### src/hw/rtl/csih_pkg.sv
`timescale 1ns / 1ps

package csih_pkg;

   localparam logic [31:0] CRC_POLY  = 32'hEDB88320;
   localparam logic [7:0]  HASH_CHAR = 8'h23;
   localparam logic [1:0]  RUN_MAX   = 2'd3;

   typedef struct packed {
      logic [31:0] seed_value;
      logic [7:0]  data_byte;
      logic        has_byte;
      logic        first_byte;
      logic        last_byte;
   } req_word_type;

   // one byte of reflected CRC-32, LSB first
   function automatic logic [31:0] crc_byte(input logic [31:0] crc, input logic [7:0] data);
      logic [31:0] v;
      v = crc ^ {24'd0, data};
      for (int i = 0; i < 8; i++) begin
         v = v[0] ? ((v >> 1) ^ CRC_POLY) : (v >> 1);
      end
      return v;
   endfunction

endpackage

### src/hw/rtl/csih_in_stage.sv
`timescale 1ns / 1ps

module csih_in_stage (
   input  logic                  clock,
   input  logic                  reset,
   input  logic                  req_valid,
   output logic                  req_stall,
   input  logic [31:0]           req_seed_value,
   input  logic [7:0]            req_data_byte,
   input  logic                  req_has_byte,
   input  logic                  req_first_byte,
   input  logic                  req_last_byte,
   input  logic                  out_free,
   output logic                  fire,
   output csih_pkg::req_word_type word
);

   logic                  valid_ff;
   logic                  valid_in;
   csih_pkg::req_word_type word_ff;
   csih_pkg::req_word_type word_in;
   logic                  load;

   // a word carrying last_byte may only leave when the result register frees
   assign fire      = valid_ff && (!word_ff.last_byte || out_free);
   assign req_stall = reset || (valid_ff && !fire);
   assign load      = req_valid && !req_stall;
   assign word      = word_ff;

   always_comb begin
      valid_in = valid_ff;
      word_in  = word_ff;
      if (load) begin
         valid_in           = 1'b1;
         word_in.seed_value = req_seed_value;
         word_in.data_byte  = req_data_byte;
         word_in.has_byte   = req_has_byte;
         word_in.first_byte = req_first_byte;
         word_in.last_byte  = req_last_byte;
      end else if (fire) begin
         valid_in = 1'b0;
      end
   end

   always_ff @(posedge clock) begin
      if (reset) begin
         valid_ff <= 1'b0;
      end else begin
         valid_ff <= valid_in;
      end
   end

   always_ff @(posedge clock) begin
      word_ff <= word_in;
   end

endmodule

### src/hw/rtl/csih_hash_core.sv
`timescale 1ns / 1ps

module csih_hash_core (
   input  logic                   clock,
   input  logic                   reset,
   input  logic                   fire,
   input  csih_pkg::req_word_type word,
   output logic [31:0]            hash_value
);

   logic [31:0] crc_ff, crc_in;
   logic [31:0] rst1_ff, rst1_in;
   logic [31:0] rst2_ff, rst2_in;
   logic [1:0]  cnt_ff, cnt_in;
   logic        seeded_ff, seeded_in;

   logic [31:0] inv_seed;
   logic [31:0] base_crc;
   logic [1:0]  base_cnt;
   logic [31:0] restart_crc;
   logic [31:0] stepped_crc;

   // restart value built one '#' per cycle; a third '#' cannot arrive sooner
   assign inv_seed    = ~word.seed_value;
   assign restart_crc = seeded_ff ? csih_pkg::crc_byte(rst2_ff, csih_pkg::HASH_CHAR) : 32'd0;
   assign base_crc    = word.first_byte ? inv_seed : crc_ff;
   assign base_cnt    = word.first_byte ? 2'd0 : cnt_ff;
   assign stepped_crc = csih_pkg::crc_byte(base_crc, word.data_byte);

   always_comb begin
      crc_in    = base_crc;
      cnt_in    = base_cnt;
      rst1_in   = rst1_ff;
      seeded_in = seeded_ff;
      rst2_in   = csih_pkg::crc_byte(rst1_ff, csih_pkg::HASH_CHAR);
      if (word.first_byte) begin
         rst1_in   = csih_pkg::crc_byte(inv_seed, csih_pkg::HASH_CHAR);
         seeded_in = 1'b1;
      end
      if (word.has_byte) begin
         if (word.data_byte == csih_pkg::HASH_CHAR) begin
            if (base_cnt != csih_pkg::RUN_MAX) begin
               cnt_in = base_cnt + 2'd1;
            end
            if (cnt_in == csih_pkg::RUN_MAX) begin
               crc_in = restart_crc;
            end else begin
               crc_in = stepped_crc;
            end
         end else begin
            cnt_in = 2'd0;
            crc_in = stepped_crc;
         end
      end
   end

   assign hash_value = ~crc_in;

   always_ff @(posedge clock) begin
      if (reset) begin
         crc_ff    <= 32'd0;
         cnt_ff    <= 2'd0;
         rst1_ff   <= 32'd0;
         rst2_ff   <= 32'd0;
         seeded_ff <= 1'b0;
      end else begin
         rst2_ff <= rst2_in;
         if (fire) begin
            crc_ff    <= crc_in;
            cnt_ff    <= cnt_in;
            rst1_ff   <= rst1_in;
            seeded_ff <= seeded_in;
         end
      end
   end

endmodule

### src/hw/rtl/csih_out_stage.sv
`timescale 1ns / 1ps

module csih_out_stage (
   input  logic        clock,
   input  logic        reset,
   input  logic        load,
   input  logic [31:0] hash_value,
   output logic        out_free,
   output logic        rsp_valid,
   input  logic        rsp_stall,
   output logic [31:0] rsp_hash_value
);

   logic        valid_ff, valid_in;
   logic [31:0] hash_ff, hash_in;

   assign out_free       = !valid_ff || !rsp_stall;
   assign rsp_valid      = valid_ff;
   assign rsp_hash_value = hash_ff;

   always_comb begin
      valid_in = valid_ff;
      hash_in  = hash_ff;
      if (load) begin
         valid_in = 1'b1;
         hash_in  = hash_value;
      end else if (out_free) begin
         valid_in = 1'b0;
      end
   end

   always_ff @(posedge clock) begin
      if (reset) begin
         valid_ff <= 1'b0;
      end else begin
         valid_ff <= valid_in;
      end
   end

   always_ff @(posedge clock) begin
      hash_ff <= hash_in;
   end

endmodule

### src/hw/rtl/crc32_string_id_hash_unit.sv
`timescale 1ns / 1ps
// Channel  Direction  Handshake            Word
// req_     in         req_valid/req_stall  seed, byte, has/first/last flags
// rsp_     out        rsp_valid/rsp_stall  32-bit hash, one per last_byte word
//
// One byte per cycle sustained while no stalled result holds back a last_byte word;
// the CRC step is a single byte-wide XOR network between input and result register.
// Synchronous reset clears hash state to zero; req_stall is held high during reset.
// A stalled result blocks the next last_byte word, and every word after it.
module crc32_string_id_hash_unit (
   input  logic        clock,
   input  logic        reset,
   input  logic        req_valid,
   output logic        req_stall,
   input  logic [31:0] req_seed_value,
   input  logic [7:0]  req_data_byte,
   input  logic        req_has_byte,
   input  logic        req_first_byte,
   input  logic        req_last_byte,
   output logic        rsp_valid,
   input  logic        rsp_stall,
   output logic [31:0] rsp_hash_value
);

   csih_pkg::req_word_type word;
   logic                   fire;
   logic                   out_free;
   logic [31:0]            hash_value;

   csih_in_stage u_in (
      .clock          (clock),
      .reset          (reset),
      .req_valid      (req_valid),
      .req_stall      (req_stall),
      .req_seed_value (req_seed_value),
      .req_data_byte  (req_data_byte),
      .req_has_byte   (req_has_byte),
      .req_first_byte (req_first_byte),
      .req_last_byte  (req_last_byte),
      .out_free       (out_free),
      .fire           (fire),
      .word           (word)
   );

   csih_hash_core u_core (
      .clock      (clock),
      .reset      (reset),
      .fire       (fire),
      .word       (word),
      .hash_value (hash_value)
   );

   csih_out_stage u_out (
      .clock          (clock),
      .reset          (reset),
      .load           (fire && word.last_byte),
      .hash_value     (hash_value),
      .out_free       (out_free),
      .rsp_valid      (rsp_valid),
      .rsp_stall      (rsp_stall),
      .rsp_hash_value (rsp_hash_value)
   );

endmodule

### config.mk
export PLATFORM = sky130hd
export DESIGN_NAME = crc32_string_id_hash_unit
export DESIGN_NICKNAME = d
export VERILOG_FILES = /design/src/hw/rtl/csih_pkg.sv /design/src/hw/rtl/csih_in_stage.sv /design/src/hw/rtl/csih_hash_core.sv /design/src/hw/rtl/csih_out_stage.sv /design/src/hw/rtl/crc32_string_id_hash_unit.sv
export SDC_FILE = /design/constraint.sdc
export NUM_CORES = 1
export LEC_CHECK = 0
export BUFFER_PORTS_ARGS = -buffer_cell sky130_fd_sc_hd__buf_2
export CAP_MARGIN = 20
export CORE_MARGIN = 8
export CORE_UTILIZATION = 50
export CTS_BUF_LIST = sky130_fd_sc_hd__clkbuf_16
export CTS_CLUSTER_DIAMETER = 60
export DETAILED_ROUTE_END_ITERATION = 10
export MAX_ROUTING_LAYER = met4
export PLACE_DENSITY = 0.71
export SLEW_MARGIN = 20
export SYNTH_ARGS = -nofsm -noshare
export SYNTH_HDL_FRONTEND = slang
export SYNTH_SLANG_ARGS = --single-unit
### constraint.sdc
create_clock -name clock -period 2.9 [get_ports clock]
set_input_delay 0.29 -clock clock [delete_from_list [all_inputs] [get_ports clock]]
set_output_delay 0.29 -clock clock [all_outputs]
set_load 0.01 [all_outputs]
==> results.md, run 1 <==
- FF-to-FF End: u_core.crc_ff[15]
- Number of DRC markers in iteration 0: 672
- Critical path origin: u_in.word[10]
- Pwr dens: 647.2 nW/um^2
- DP Worst Slack: 0.04680 ns
- Via count of the first global-routing pass: 6810
- Required time worst endpoint: 3.26 ns
- Core box area: 18640 sq um
- Worst-path clk slew: 0.08 ns
- Fillers: 1635
- Post-synth EDFFs: 75
- Cells on worst reg2reg path: 9
- Final Critical Period: 2.795 ns
- Antenna diodes: 0
- Nature of the critical path endpoint: flip-flop
- Num CTS Buffers: 17
- Synth cell count leaders: xnor2_1 (179), dfxtp_1 (101), nor2_1 (97)
- RSZ-0062 raised after global routing: no
- Routed WL: 26.34 mm
- DRC: 0
- Vias/cell: 5.434
- Slew Limit Fails: 0
- Die area: 23550 sq um
- Mapped Cells: 951
- Clock Skews: 0.01317 ns
- Post-CTS Setup Repair Bufs: 0
- CP max FO: 30
- Run status: finished, final reports clean
- GRT overflow: 0
- Total Power Consumption: 6.976 mW
- DIE WIDTH: 153.5 um
- Clock sinks: 176
- First-pass GRT wire length: 40.39 mm
- Largest net degree at the start of global routing: 103
- Ranking of synthesized cells by area: edfxtp_1 (24%), dfxtp_1 (21%), xnor2_1 (17%), xor2_1 (7.7%), a21oi_1 (4.3%)
- DP Cell Count: 1232
- Mapped cell area: 9449 sq um
- TNS Setup: 0 ns
- Footprint of the multi-input gates: 4890 sq um
- Yosys top cell area share: 0.2383
- Std-Cell Rows: 50
- FFs w/ async S/R, synth: 0
- Total iterations of the first detailed-routing run: 5
- Post-Layout Cell Count: 1264
- Leakage: 3.982 nW
- Setup violations, final: 0
- F_max: 0.3578 GHz
- Initial antenna violation count: 0
- DR WL/cell: 20.84 um
- Final period util: 0.9638
- Relative slew slack: 0.3640
- IO Port Bufs: 80
- CP Capture Point: u_core.crc_ff[15]
- Routed vias: 6869
- Layout cells sized above 1: 0.1670
- Post-detail-place hpwl: 19.62 mm
- Sequential Area: 4274 sq um
- Worst reg2reg path startpoint: u_in.word[10]
- RePlAce Congestion: 0.9203
- Yosys reg bits: 176
- Starting Density: 0.5068
- CTS tree: done
- WP data arrival: 3.16 ns
- Setup WS post-layout: 0.1050 ns
- H-tree levels: 4
- Worst min path class: in2reg
- Peak VDD IR: 508.5 uV
- Post-layout util: 0.5781
- Kind of critical path: reg2reg
- R2r setup slk: 0.10 ns
- Final #Nets: 1064
- GRT Overall Usage: 0.2314
- Cell with the most instances after synthesis: xnor2_1
- Post-CTS resize count: 0
- Post-synthesis sequential area ratio: 0.4523
- Yosys top cell by area: edfxtp_1
- CTS root buffer: clkbuf_16
- Distinct cells, synth: 45
- Ys flop type: dfxtp_1
- Synthesized area per cell: 9.936 sq um
- Antenna viol nets, final: 0
- Die Y-Extent: 153.5 um
- Setup crit start kind: flip-flop
- Clock Latency Late Sink: 0.44 ns
- Syn nets: 998
- Maxcap violations: 0
- Clock buffer depth: 2
- # hold bufs at CTS: 0
- Worst Tran Pin Value: 0.9517 ns
- Final hold viol count: 0
- IO Pins: 81
- P&R area growth vs syn: 14.06%
- Warnings from Yosys: 0
==> critical path: stages, from the launching register on <==
cell,delay [ns]
edfxtp_1,0.58
nor4bb_1,0.42
nand2_1,0.17
nor3b_2,0.28
buf_4,0.36
nand3_1,0.16
o211ai_1,0.15
o21ai_1,0.16
or2_2,0.30
a21oi_1,0.12
==> area by class of cell <==
cell class | instances | area share
clock buffer | 17 | 0.03947
clock inverter | 15 | 0.01370
inverter | 1 | 0.0003483
multi-input combinational | 699 | 0.4537
sequential | 176 | 0.3966
tap | 234 | 0.02717
timing repair buffer | 122 | 0.06907
==> stage by stage <==
| stage | instance area, sq um | hold WS [ns] |
|---|---|---|
| finish | 10780 | 0.01995 |
| global route | 10780 | 0.01399 |
| CTS | 10770 | 0.01057 |
| detailed placement | 10190 | 0.4494 |
| global placement | 10190 | 0.4444 |
| floorplan | 9452 | 0.3889 |
==> power by group <==
part           total (mW)  switching, mW  internal [mW]
clock                2.27           1.06           1.21
combinational        1.78          0.945          0.833
sequential           2.93          0.150           2.78
total                6.98           2.15           4.82
==> cells by family (layout without fill, tap and decap cells) <==
| logic type | count (synthesis) | count (layout) | share of synthesized area |
|---|---|---|---|
| buffers and inverters | 76 | 155 | 0.03218 |
| muxes | 2 | 2 | 0.002119 |
| AOI/OAI and AO/OA | 190 | 190 | 0.1201 |
| DFF | 176 | 176 | 0.4523 |
| and+or+nand+nor | 222 | 222 | 0.09839 |
| xor gates and xnor gates | 285 | 285 | 0.2949 |
==> per-layer routing <==
layer | global-route usage | routed length (um) | share of wire | vias to the layer above
met4 | 0.08866 | 782 | 0.030 | 0
met3 | 0.03778 | 1868 | 0.071 | 45
met2 | 0.3445 | 11720 | 0.44 | 283
met1 | 0.3118 | 11970 | 0.45 | 3224
met5 | - | 0 | 0 | -
li1 | - | - | - | 3317
==> sequential cells by signal, indices dropped and copies added, names as in the netlist <==
signal / cells
u_core.rst2_ff: 32
u_out.rsp_valid: 1
u_core.cnt_ff: 2
u_out.rsp_hash_value: 32
u_core.seeded_ff: 1
u_core.crc_ff: 32
u_in.valid_ff: 1
u_core.rst1_ff: 32
u_in.word: 43
==> worst min path at each step <==
| stage | startpoint | end | depth (start not counted) |
|---|---|---|---|
| floorplan | req_last_byte | u_in.word[0] | 0 |
| CTS | req_seed_value[10] | u_in.word[21] | 1 |
| global placement | u_core.crc_ff[28] | u_core.crc_ff[28] | 2 |
| global route | req_seed_value[12] | u_in.word[23] | 1 |
| detailed placement | u_core.crc_ff[14] | u_core.crc_ff[14] | 2 |
| finish | req_seed_value[10] | u_in.word[21] | 1 |
==> layout by cell type (no fill, tap or decap), drive strengths merged, types with 2 or more instances in the layout <==
cell	netlist	layout
buf	10	122
nand2b	2	2
a21oi	85	85
dfxtp	101	101
and2	2	2
mux2i	2	2
clkinvlp	0	3
inv	1	10
or2	3	3
nand2	82	82
and3	2	2
nor2b	2	2
nor2	97	97
o211ai	22	22
clkbuf	65	17
o22ai	10	10
a31oi	3	3
xnor2	182	182
nand3	19	19
a211oi	25	25
nor3	3	3
clkinv	0	2
edfxtp	75	75
xor3	2	2
xnor3	11	11
o21ai	42	42
xor2	90	90
nand3b	5	5
Note: power is estimated with default switching activity, not from simulation.
==> run 2: changes to the inputs <==
- BUFFER_PORTS_ARGS: -buffer_cell sky130_fd_sc_hd__buf_2 -> -buffer_cell sky130_fd_sc_hd__buf_4
==> run 2 against run 1 <==
Global-route usage shrank 0.077 points. Combinational power about the same. Clock power increased by 5%. Highest routed layer unchanged.
==> results.md, run 2 (synthesis gave the netlist of run 1 again) <==
- Run status: finished, final reports clean
- Std-Cell Rows: 50 (unchanged)
- Nature of the critical path endpoint: flip-flop
- Post-Layout Cell Count: 1266 (+0.16%)
- Routed WL: 26.23 mm (-0.43%)
- Required time worst endpoint: 3.24 ns (-0.02 ns)
- Clock buffer depth: 2 (unchanged)
- Clock Skews: 0.01322 ns (+0.00005280 ns)
- Die area: 23550 sq um (unchanged)
- Antenna viol nets, final: 0 (unchanged)
- Total Power Consumption: 7.137 mW (+2.3%)
- DIE WIDTH: 153.5 um (unchanged)
- Antenna diodes: 0 (unchanged)
- Pwr dens: 647.2 nW/um^2 (about the same)
- Final hold viol count: 0 (unchanged)
- Final period util: 0.9239 (-0.03993)
- F_max: 0.3732 GHz (+4.3%)
- Post-CTS Setup Repair Bufs: 0 (unchanged)
- GRT overflow: 0 (unchanged)
- CTS tree: done
- TNS Setup: 0 ns (unchanged)
- Die Y-Extent: 153.5 um (unchanged)
- Fillers: 1591 (-2.7%)
- Starting Density: 0.5068 (unchanged)
- Final Critical Period: 2.679 ns (-0.1158 ns)
- H-tree levels: 4 (unchanged)
- Core box area: 18640 sq um (unchanged)
- Clock sinks: 176 (unchanged)
- Setup crit start kind: flip-flop
- IO Port Bufs: 80 (unchanged)
- CP max FO: 10 (-67%)
- Layout cells sized above 1: 0.1667 (-0.0003236)
- Clock Latency Late Sink: 0.44 ns (about the same)
- Final #Nets: 1066 (+0.19%)
- Commonest non-fill, non-tap cell in the layout: xnor2_1
- Leakage: 4.084 nW (+2.6%)
- Worst min path class: in2reg
- Number of DRC markers in iteration 0: 772 (+15%)
- Post-detail-place hpwl: 19.48 mm (-0.74%)
- Total iterations of the first detailed-routing run: 6 (+1)
- CTS root buffer: clkbuf_16
- Vias/cell: 5.471 (+0.67%)
- Worst hold slack: 0.02227 ns (+0.002326 ns)
- Worst Tran Pin Value: 0.9637 ns (+0.01199 ns)
- First-pass GRT wire length: 39.83 mm (-1.4%)
- IO Pins: 81 (unchanged)
- Peak VDD IR: 502.9 uV (-1.1%)
- Most frequent cells in the layout: xnor2_1 (179), buf_4 (121), dfxtp_1 (101)
- P&R area growth vs syn: 16.71%
- Via count of the first global-routing pass: 6797 (-0.19%)
- WHS Path Cells: 1 (unchanged)
- Initial antenna violation count: 0 (unchanged)
- GRT Overall Usage: 0.2306 (-0.0007730)
- WP data arrival: 3.02 ns (-0.14 ns)
- Num CTS Buffers: 17 (unchanged)
- Sequential Area: 4274 sq um (unchanged)
- Maxcap violations: 0 (unchanged)
- # hold bufs at CTS: 0 (unchanged)
- DRC: 0 (unchanged)
- Routed vias: 6926 (+0.83%)
- Relative slew slack: 0.3559 (-0.008016)
- DP Cell Count: 1234 (+0.16%)
- Largest net degree at the start of global routing: 62 (-40%)
- Worst-path clk slew: 0.07 ns (about the same)
- Max reg flops: 43 (unchanged)
- DR WL/cell: 20.72 um (-0.59%)
- Post-CTS resize count: 0 (unchanged)
- RSZ-0062 raised after global routing: no
- Footprint of the multi-input gates: 4883 sq um (-0.13%)
- Cells on worst reg2reg path: 8 (-1)
- RePlAce Congestion: 0.9367 (+1.8%)
- Kind of critical path: reg2reg
- Slew Limit Fails: 0 (unchanged)
- Setup violations, final: 0 (unchanged)
-- run 2: cell types whose count changed in the layout (fill, tap and decap cells not counted), sizes merged --
cell    change
clkinv      -1
inv         -1
buf         +2
bufinv      +2
-- run 2: routing by layer --
metal | part of all wire | global-route usage | up-vias | wire [um]
met5 | 0 | - | - | 0
met3 | 0.085 | 0.04877 | 42 | 2223
met1 | 0.43 | 0.3016 | 3269 | 11380
met4 | 0.028 | 0.09286 | 0 | 731
li1 | - | - | 3328 | -
met2 | 0.45 | 0.3440 | 287 | 11900
-- run 2: final timing paths --
kind / slack, ns / from / end
min reg2reg: 0.46 / u_core.crc_ff[14] / u_core.crc_ff[14]
min: 0.02 / req_seed_value[19] / u_in.word[30]
max: 0.22 / u_in.word[5] / u_core.crc_ff[26]
max reg2reg: 0.22 / u_in.word[5] / u_core.crc_ff[26]
-- run 2: report_power, final --
group,internal (mW),switching (mW),leakage (nW)
logic,0.859,0.952,2.26
registers,2.78,0.161,1.53
clock network,1.37,1.02,0.296
-- run 2: metrics by stage --
step | setup WS [ns] | cell area [sq um] | util
3_3_place_gp | 0.3228 | 10420 | 0.5591
3_5_place_dp | 0.2848 | 10420 | 0.5591
4_1_cts | 0.2535 | 11030 | 0.5915
6_report | 0.2208 | 11030 | 0.5915
2_1_floorplan | 0.4662 | 9452 | -
5_1_grt | 0.09884 | 11030 | 0.5915
-- run 2: cell type report --
class,instances,share of cell area
inverter,1,0.0003404
timing repair buffer,124,0.08781
clock buffer,17,0.03857
sequential,176,0.3876
tap,234,0.02655
multi-input combinational,699,0.4428
clock inverter,15,0.01634
-- run 2: worst max-delay path: stages (launching register included) --
cell and delay, ns:
edfxtp_1 0.55, nor4b_1 0.45, nand2_1 0.18, nor3b_2 0.18, buf_4 0.15, nand3_1 0.34
o22ai_1 0.36, a21oi_1 0.10, a211oi_1 0.26
==> run 3: changes to the inputs <==
- GPL_TIMING_DRIVEN: default -> 0
==> run 3 against run 2 <==
Worst hold slack got worse by 0.012 ns. Register-to-register slack got worse by 0.19 ns. Clock power decreased by 4%. Total power decreased by 0.72%. Setup slack got worse by 0.19 ns. Combinational power increased by 4%. Die area unchanged. Sequential share of layout area decreased by 0.66 points. First-iteration DRC count decreased by 2.2%. Critical path type unchanged. Wire length increased by 12%. Count of clock-buffer cells in the layout unchanged.
==> results.md, run 3 (synthesis gave the netlist of run 1 again) <==
- Antenna diodes: 0 (unchanged)
- Via count of the first global-routing pass: 7058 (+3.8%)
- F_max: 0.3485 GHz (-6.6%)
- First-pass GRT wire length: 43.69 mm (+9.7%)
- Total iterations of the first detailed-routing run: 5 (-1)
- Setup WS post-layout: 0.03037 ns (-0.1904 ns)
- Std-Cell Rows: 50 (unchanged)
- CP max FO: 10 (unchanged)
- Maxcap violations: 0 (unchanged)
- CTS tree: done
- Clock Latency Late Sink: 0.45 ns (about the same)
- IO Pins: 81 (unchanged)
- Pwr dens: 631.7 nW/um^2 (-2.4%)
- Layout cells sized above 1: 0.1544 (-0.01225)
- Vias/cell: 5.565 (+1.7%)
- Worst hold slack: 0.01055 ns (-0.01173 ns)
- Required time worst endpoint: 3.11 ns (-0.13 ns)
- Worst Tran Pin Value: 0.8283 ns (-0.1354 ns)
- Clock buffer depth: 2 (unchanged)
- Core box area: 18640 sq um (unchanged)
- Routed vias: 7285 (+5.2%)
- Worst-path clk slew: 0.08 ns (about the same)
- Total Power Consumption: 7.086 mW (-0.72%)
- CP Cell Sequence: buf_6 -> nor2_1 -> a21oi_4 -> xor2_4 -> buf_4 -> xor2_4 -> xnor2_2 -> xnor2_1 -> a21oi_1 -> or2_1
- DIE WIDTH: 153.5 um (unchanged)
- Run status: finished, final reports clean
- Clock sinks: 176 (unchanged)
- P&R area growth vs syn: 18.72%
- RSZ-0062 raised after global routing: yes
- Fillers: 1634 (+2.7%)
- Worst min path class: in2reg
- GRT overflow: 0 (unchanged)
- Number of DRC markers in iteration 0: 755 (-2.2%)
- Most frequent cells in the layout: xnor2_1 (178), dfxtp_1 (101), nor2_1 (96)
- Relative slew slack: 0.4459 (+0.08998)
- IO Port Bufs: 80 (unchanged)
- DP Worst Slack: -0.3231 ns (-0.6079 ns)
- Final hold viol count: 0 (unchanged)
- Leakage: 4.100 nW (+0.41%)
- Die area: 23550 sq um (unchanged)
- Routed WL: 29.44 mm (+12%)
- CTS root buffer: clkbuf_16
- CP max stage delay: 0.50 ns (-0.05 ns)
- Post-detail-place hpwl: 22.80 mm (+17%)
- CP max stage cell: edfxtp_1
- Largest net degree at the start of global routing: 29 (-53%)
- Final #Nets: 1109 (+4.0%)
- GRT Overall Usage: 0.2554 (+0.02475)
- Nature of the critical path endpoint: flip-flop
- Slew Limit Fails: 0 (unchanged)
- Final Critical Period: 2.870 ns (+0.1904 ns)
- Peak VDD IR: 493.2 uV (-1.9%)
- Die Y-Extent: 153.5 um (unchanged)
- WP data arrival: 3.08 ns (+0.06 ns)
- Num CTS Buffers: 17 (unchanged)
- Antenna viol nets, final: 0 (unchanged)
- TNS Setup: 0 ns (unchanged)
- Clock Skews: 0.01303 ns (-0.0001907 ns)
- DR WL/cell: 22.49 um (+8.5%)
- Max reg flops: 43 (unchanged)
- R2r setup slk: 0.03 ns (-0.19 ns)
- Worst path most repeated cell: xor2_4
- H-tree levels: 4 (unchanged)
- Setup crit start kind: flip-flop
- Kind of critical path: reg2reg
- DRC: 0 (unchanged)
- Final period util: 0.9895 (+0.06566)
- Commonest non-fill, non-tap cell in the layout: xnor2_1
- RePlAce Congestion: 0.9861 (+5.3%)
- Setup violations, final: 0 (unchanged)
- Initial antenna violation count: 0 (unchanged)
- Starting Density: 0.5068 (unchanged)
==> run 3: critical path: cells and delay by family (launching register included) <==
family | cells | cell delay [ns]
buffers and inverters | 2 | 0.39
flip-flops | 1 | 0.50
XOR/XNOR | 4 | 1.02
AO/OA/AOI/OAI | 2 | 0.23
AND/OR/NAND/NOR | 2 | 0.47
==> run 3: area by class of cell <==
cell class | count | area, sq um | area share
Inverter | 1 | 3.754 | 0.0003346
Timing Repair Buffer | 98 | 785.8 | 0.07004
Clock inverter | 15 | 166.4 | 0.01483
Tap cell | 234 | 292.8 | 0.02610
Sequential cell | 176 | 4274 | 0.3810
Buffer | 69 | 286.5 | 0.02554
Clock buffer | 17 | 425.4 | 0.03792
Multi-Input combinational cell | 699 | 4984 | 0.4442
==> run 3: layer usage <==
layer | global-route usage | share of wire | up-vias
li1 | - | - | 3423
met1 | 0.3351 | 0.43 | 3484
met2 | 0.3982 | 0.47 | 337
met3 | 0.04680 | 0.082 | 41
met4 | 0.07373 | 0.022 | 0
met5 | - | 0 | -
==> run 3: repair_timing <==
item | in CTS | in global routing
pin swaps | 2 | 2
endpoints found under the setup margin | 67 | 57
setup buffers | 1 | 10
hold endpoints to repair | 0 | 5
hold buffers | 0 | 5
resized for setup | 12 | 12
==> run 3: stage by stage <==
stage	area (sq um)	util	std cells
after floorplan	9452	-	951
after global placement	10340	0.5549	1265
after detailed placement	10390	0.5574	1267
after CTS	11040	0.5921	1299
after global routing	11220	0.6017	1309
final	11220	0.6017	1309
==> run 3: worst paths after layout <==
path / startpoint / end / cells after the start
max: u_in.word[1] / u_out.rsp_hash_value[19] / 10
min: req_seed_value[14] / u_in.word[25] / 1
max reg2reg: u_in.word[1] / u_out.rsp_hash_value[19] / 10
min reg2reg: u_core.crc_ff[30] / u_core.crc_ff[30] / 2
==> run 3: power by group <==
group | internal (mW) | switching, mW | leakage (nW)
sequential | 2.77 | 0.124 | 1.53
combinational | 0.854 | 1.04 | 2.29
clock | 1.16 | 1.14 | 0.289
